===== src/rtl/water_ripple_grid_engine_core_macros.svh =====
// Assertion helpers for the ripple engine RTL.
// The module that uses them must have clk and rst_n in scope.
`ifndef WATER_RIPPLE_GRID_ENGINE_CORE_MACROS_SVH
`define WATER_RIPPLE_GRID_ENGINE_CORE_MACROS_SVH

// Consequent checked in the same cycle as the antecedent.
`define WRGE_ASSERT_NOW(label, ante, cons, msg) \
  label: assert property (@(posedge clk) disable iff (!rst_n) (ante) |-> (cons)) \
    else $error(msg);

// Consequent checked in the cycle after the antecedent.
`define WRGE_ASSERT_NEXT(label, ante, cons, msg) \
  label: assert property (@(posedge clk) disable iff (!rst_n) (ante) |=> (cons)) \
    else $error(msg);

`endif


===== src/rtl/wrge_pkg.sv =====
package wrge_pkg;

  localparam int GRID_WIDTH_DEF  = 64;
  localparam int GRID_HEIGHT_DEF = 64;

  localparam int CELL_W     = 16;
  localparam int WAVE_RANGE = 1024;
  localparam int DAMP_SHIFT = 5;
  localparam int GRAY_MAX   = 255;
  localparam int GRAY_SHIFT = $clog2(2 * WAVE_RANGE);

  localparam int COORD_W  = 6;
  localparam int KIND_W   = 2;
  localparam int RADIUS_W = 3;
  localparam int OFS_W    = RADIUS_W + 1;

  localparam logic [RADIUS_W-1:0] RADIUS_RESET = RADIUS_W'(3);

  localparam logic [KIND_W-1:0] KIND_DISTURB  = KIND_W'(0);
  localparam logic [KIND_W-1:0] KIND_PROPAGATE = KIND_W'(1);
  localparam logic [KIND_W-1:0] KIND_READ     = KIND_W'(2);

  typedef struct packed {
    logic [KIND_W-1:0]  kind;
    logic [COORD_W-1:0] x_coord;
    logic [COORD_W-1:0] y_coord;
  } in_item_t;

  typedef struct packed {
    logic [7:0] pixel_gray;
    logic       op_done;
  } out_item_t;

  typedef enum logic [3:0] {
    DP_NOP,
    DP_CLEAR,
    DP_LATCH,
    DP_P_LR,
    DP_P_UD,
    DP_P_SUM,
    DP_P_WR,
    DP_D_TEST,
    DP_D_WR,
    DP_R_ISSUE
  } dp_op_t;

  typedef struct packed {
    dp_op_t op;
    logic   flip;
    logic   fire;
    logic   fire_done;
    logic   fire_gray;
  } dp_cmd_t;

  typedef struct packed {
    logic [KIND_W-1:0] kind;
    logic              in_grid;
    logic              clr_last;
    logic              cell_last;
    logic              ofs_last;
    logic              hit;
  } dp_status_t;

  typedef enum logic [3:0] {
    ST_CLEAR,
    ST_IDLE,
    ST_P_LR,
    ST_P_UD,
    ST_P_SUM,
    ST_P_WR,
    ST_D_TEST,
    ST_D_WR,
    ST_R_ISSUE,
    ST_R_FIRE
  } ctrl_state_t;

endpackage


===== src/rtl/wrge_ctrl.sv =====
`include "water_ripple_grid_engine_core_macros.svh"

module wrge_ctrl (
  input  logic                clk,
  input  logic                rst_n,
  input  logic                start,
  output logic                busy,
  input  wrge_pkg::dp_status_t sts,
  output wrge_pkg::dp_cmd_t    cmd
);

  wrge_pkg::ctrl_state_t state_r;
  wrge_pkg::ctrl_state_t state_nxt;

  always_ff @(posedge clk) begin
    if (!rst_n) begin
      state_r <= wrge_pkg::ST_CLEAR;
    end else begin
      state_r <= state_nxt;
    end
  end

  always_comb begin
    state_nxt = state_r;
    cmd       = '0;
    cmd.op    = wrge_pkg::DP_NOP;
    busy      = 1'b1;
    case (state_r)
      wrge_pkg::ST_CLEAR: begin
        cmd.op = wrge_pkg::DP_CLEAR;
        if (sts.clr_last) begin
          state_nxt = wrge_pkg::ST_IDLE;
        end
      end
      wrge_pkg::ST_IDLE: begin
        busy = 1'b0;
        if (start) begin
          case (sts.kind)
            wrge_pkg::KIND_DISTURB: begin
              cmd.op    = wrge_pkg::DP_LATCH;
              state_nxt = wrge_pkg::ST_D_TEST;
            end
            wrge_pkg::KIND_PROPAGATE: begin
              cmd.op    = wrge_pkg::DP_LATCH;
              cmd.flip  = 1'b1;
              state_nxt = wrge_pkg::ST_P_LR;
            end
            wrge_pkg::KIND_READ: begin
              if (sts.in_grid) begin
                cmd.op    = wrge_pkg::DP_LATCH;
                state_nxt = wrge_pkg::ST_R_ISSUE;
              end else begin
                cmd.fire = 1'b1;
              end
            end
            default: begin
              cmd.fire = 1'b1;
            end
          endcase
        end
      end
      wrge_pkg::ST_P_LR: begin
        cmd.op    = wrge_pkg::DP_P_LR;
        state_nxt = wrge_pkg::ST_P_UD;
      end
      wrge_pkg::ST_P_UD: begin
        cmd.op    = wrge_pkg::DP_P_UD;
        state_nxt = wrge_pkg::ST_P_SUM;
      end
      wrge_pkg::ST_P_SUM: begin
        cmd.op    = wrge_pkg::DP_P_SUM;
        state_nxt = wrge_pkg::ST_P_WR;
      end
      wrge_pkg::ST_P_WR: begin
        cmd.op = wrge_pkg::DP_P_WR;
        if (sts.cell_last) begin
          cmd.fire      = 1'b1;
          cmd.fire_done = 1'b1;
          state_nxt     = wrge_pkg::ST_IDLE;
        end else begin
          state_nxt = wrge_pkg::ST_P_LR;
        end
      end
      wrge_pkg::ST_D_TEST: begin
        cmd.op = wrge_pkg::DP_D_TEST;
        if (sts.hit) begin
          state_nxt = wrge_pkg::ST_D_WR;
        end else if (sts.ofs_last) begin
          cmd.fire      = 1'b1;
          cmd.fire_done = 1'b1;
          state_nxt     = wrge_pkg::ST_IDLE;
        end
      end
      wrge_pkg::ST_D_WR: begin
        cmd.op = wrge_pkg::DP_D_WR;
        if (sts.ofs_last) begin
          cmd.fire      = 1'b1;
          cmd.fire_done = 1'b1;
          state_nxt     = wrge_pkg::ST_IDLE;
        end else begin
          state_nxt = wrge_pkg::ST_D_TEST;
        end
      end
      wrge_pkg::ST_R_ISSUE: begin
        cmd.op    = wrge_pkg::DP_R_ISSUE;
        state_nxt = wrge_pkg::ST_R_FIRE;
      end
      wrge_pkg::ST_R_FIRE: begin
        cmd.fire      = 1'b1;
        cmd.fire_done = 1'b1;
        cmd.fire_gray = 1'b1;
        state_nxt     = wrge_pkg::ST_IDLE;
      end
      default: begin
        state_nxt = wrge_pkg::ST_IDLE;
      end
    endcase
  end

  // Every result ends its operation, so the next cycle is always idle.
  `WRGE_ASSERT_NEXT(a_fire_to_idle, cmd.fire, state_r == wrge_pkg::ST_IDLE, "result issued mid-operation")
  `WRGE_ASSERT_NOW(a_prop_flips, start && !busy && sts.kind == wrge_pkg::KIND_PROPAGATE, cmd.flip, "propagate accepted without map swap")

endmodule


===== config.mk =====
export PLATFORM = sky130hd
export DESIGN_NAME = wrge_ctrl
export DESIGN_NICKNAME = d
export VERILOG_FILES = /design/src/rtl/wrge_pkg.sv /design/src/rtl/wrge_ctrl.sv
export VERILOG_INCLUDE_DIRS = /design/src /design/src/rtl
export SDC_FILE = /design/constraint.sdc
export NUM_CORES = 1
export LEC_CHECK = 0
export BUFFER_PORTS_ARGS = -buffer_cell sky130_fd_sc_hd__buf_2
export CORE_UTILIZATION = 40
export DETAILED_ROUTE_END_ITERATION = 10
export PLACE_DENSITY = 0.69
export RECOVER_POWER = 100
export SLEW_MARGIN = 15
export SYNTH_ARGS = -nofsm -noshare
export SYNTH_HDL_FRONTEND = slang
export SYNTH_SLANG_ARGS = --single-unit
export TNS_END_PERCENT = 20

===== constraint.sdc =====
create_clock -name clk -period 4.3 [get_ports clk]
set_input_delay 1.075 -clock clk [delete_from_list [all_inputs] [get_ports clk]]
set_output_delay 1.075 -clock clk [all_outputs]
set_load 0.01 [all_outputs]

==> results.cfg <==
[outcome]
status = finished clean

[final_layout]
num-nets-final = 98
seqCellArea_um2 = 80.08
multiInputGateArea_um2 = 419.2
largest_register_ffs = 4
diodes = 0
largest-register = state_r
post_route_cells_drive_above_1_share_pct = 23.17
filler_cell_count = 145
reg.largest.list = state_r x4
syn2layout_area_growth_pct = 11.50

[power]
cellPowerDensity_mw_per_mm2 = 218.1
total_leakage_power_nw = 0.3293
largest_vdd_supply_drop_mv = 0.1416
share_clk_of_total_power_pct = 32.1
power.share.sequential_pct = 32.2
internal_power_w = 0.00009356
switching_share_pct = 33.30
p_switching_w = 0.00004672
pwr-share-comb_pct = 35.7

[drt]
routedWlPerCell_um = 12.46
ant_nets = 0
drt-initial-drc-count = 21
drt-vias-per-instance = 5.536
drt_drc_violations_left = 0
drt_first_pass_iters = 4
routed-via-count = 537
drt_wl_total_mm = 1.209

[yosys]
netlist_top_cells_area = sky130_fd_sc_hd__dfxtp_1 (14%), sky130_fd_sc_hd__ha_1 (8.7%), sky130_fd_sc_hd__buf_6 (7.8%)
postSynthAreaPerCell_um2 = 8.874
yosys_reg_bits = 4
synthArstFlopShare_pct = 0
post_synth_num_cell_types = 37
postSynth.topFlopCell = sky130_fd_sc_hd__dfxtp_1
syn-instance-count = 65
synth_seq_area_share_pct = 13.88
synth_top_cell_area_share_pct = 13.88
mappedNetlistArea_um2 = 576.8
synthDominantAreaCellType = sky130_fd_sc_hd__dfxtp_1
synth_edf_count = 0
ys_warn_count = 0
syn_nets = 79

[worst_setup_path]
crit_type = input pin to primary output
timing.critical_path.fanout_max = 6
critical_path_buf_inv_count = 3
worst_path_most_repeated_cell = sky130_fd_sc_hd__clkbuf_1
cp_top_family = compound AO/OA/AOI/OAI gates
critPathRequiredTime_ps = 3220
critPathSlowestCell = sky130_fd_sc_hd__o31ai_1
slowest_delay_ps = 270
data_arrival_time_of_the_critical_path_ps = 2150
end_kind = primary output
timing.critical_path.cells = clkbuf_1 > inv_1 > ha_1 > o31ai_1 > a41o_1 > clkbuf_1
worst_setup_path_start_kind = input pin

[cts]
cts_tree = built
cts_repair_resize_count = 0
cts.sinks = 4
clockRootBuffer = sky130_fd_sc_hd__clkbuf_4
cts_setup_buffers = 0
holdBufCountCts = 0
cts_htree_levels = 1
worstSkewPairLatency_ps = 230
cts_inserted_buffers = 3
clockBufferDepth = 2
clock_pin_slew_reported_for_the_worst_setup_and_hold_paths_after_clock_tree_synthesis_ps = 40

[floorplan]
fp.coreArea_mm2 = 0.001318
start_util_pct = 43.78
die_width_um = 39.98
die-area_mm2 = 0.001598
i_o_pin_total = 19
dieHeight_um = 39.98
fp-row-count = 13

[timing]
timing_hold_violations_final = 0
tightestPinTransition_ps = 584.4
finalSetupViolations = 0
min_period_over_period_pct = 75.00
number_of_max_slew_violations_in_the_final_report = 0
grt_setup_unrepaired = no
slack_of_the_critical_path_ps = 1075
max-slew-margin-rel_pct = 60.89
timing.setup.tns_ps = 0
timing.fmax_mhz = 310.1
clock_skew_ps = 1.039
post-route-min-period_ps = 3225

[global_route]
largest_net_degree_at_the_start_of_global_routing = 13
first_global_vias = 432
grt_antenna_before_repair = 0
track_usage_pct = 16.51
global_route.overflow_total = 0
grt_first_pass_wirelength_mm = 1.807

[placed_design]
portBuffers = 18
place_hpwl_um = 928.1
routabilityCongestion = 0.7540
dp_worst_setup_slack_ps = 1093

[min_path]
min-delay-path-class = register to register

[run]
maxcap_viol_count = 0
tightest hold or removal path: stages, from the launching register on:
cell                       delay, ps
sky130_fd_sc_hd__dfxtp_1         400
sky130_fd_sc_hd__nand2b_1        170
sky130_fd_sc_hd__a21oi_1          80
routing by layer:
layer / global-route usage [%] / part of all wire [%]
met5: 0 / 0
met3: 5.000 / 3.8
met1: 22.82 / 51
met2: 26.61 / 45
met4: 0 / 0
path summary, 6_finish.rpt:
kind              slack [ps]    endpoint  cells past startpoint        from
setup reg to reg        2720  state_r[1]                      4  state_r[2]
hold / removal           710  state_r[3]                      2  state_r[3]
setup / recovery        1080      cmd[2]                      6      sts[5]
hold reg to reg          710  state_r[3]                      2  state_r[3]
logic make-up (layout without fill, tap and decap cells):
kind of cell | Yosys count | in the layout | share of synthesized area [%]
xor gates and xnor gates | 2 | 2 | 3.037
muxes | 3 | 3 | 6.073
adders and majority gates | 4 | 4 | 8.677
AOI/OAI and AO/OA | 21 | 21 | 30.37
and+or+nand+nor | 21 | 21 | 26.25
DFF | 4 | 4 | 13.88
buffers and inverters | 10 | 27 | 11.71
cells in the mapped netlist (all sizes together), types with 2 or more instances:
library cell  count
a211oi            2
a41o              2
nor2              4
buf               4
o22ai             2
dfxtp             4
ha                4
inv               6
nand2b            3
nand3b            3
mux2i             2
nand2             5
a21oi             3
stage by stage:
stage / instance area [um2] / power, W / std cells / hold slack, ps / util (%)
after floorplan: 576.8 / 0.00008305 / 65 / 513.4 / -
after global placement: 640.6 / 0.00009765 / 94 / 711.9 / 48.62
after detailed placement: 640.6 / 0.00009844 / 94 / 721.5 / 48.62
after CTS: 663.1 / 0.0001462 / 97 / 719.0 / 50.33
after global routing: 643.1 / 0.0001522 / 97 / 766.2 / 48.81
final: 643.1 / 0.0001403 / 97 / 710.2 / 48.81
placed cells by master (no fill, tap or decap), drive strengths merged, types with 2 or more instances in the layout:
cell / instances
a211oi: 2
a21oi: 3
a41o: 2
buf: 10
clkbuf: 11
dfxtp: 4
ha: 4
inv: 6
mux2i: 2
nand2: 5
nand2b: 3
nand3b: 3
nor2: 4
o22ai: 2
power groups by stage:
| stage | logic (W) | registers, W | clock network, W |
|---|---|---|---|
| finish | 0.0000500 | 0.0000452 | 0.0000451 |
| global route | 0.0000557 | 0.0000458 | 0.0000507 |
| CTS | 0.0000527 | 0.0000456 | 0.0000479 |
| detailed placement | 0.0000524 | 0.0000460 | 0 |
| global placement | 0.0000518 | 0.0000459 | 0 |
| floorplan | 0.0000425 | 0.0000405 | 0 |
cell type report:
cell class / count / share of cell area (%)
multi-input cells: 51 / 65.18
inverters: 6 / 3.502
well taps: 15 / 2.918
flip-flops and latches: 4 / 12.45
clock buffers: 3 / 3.502
repair buffers: 18 / 12.45
Power figures use the tool's default switching activity.
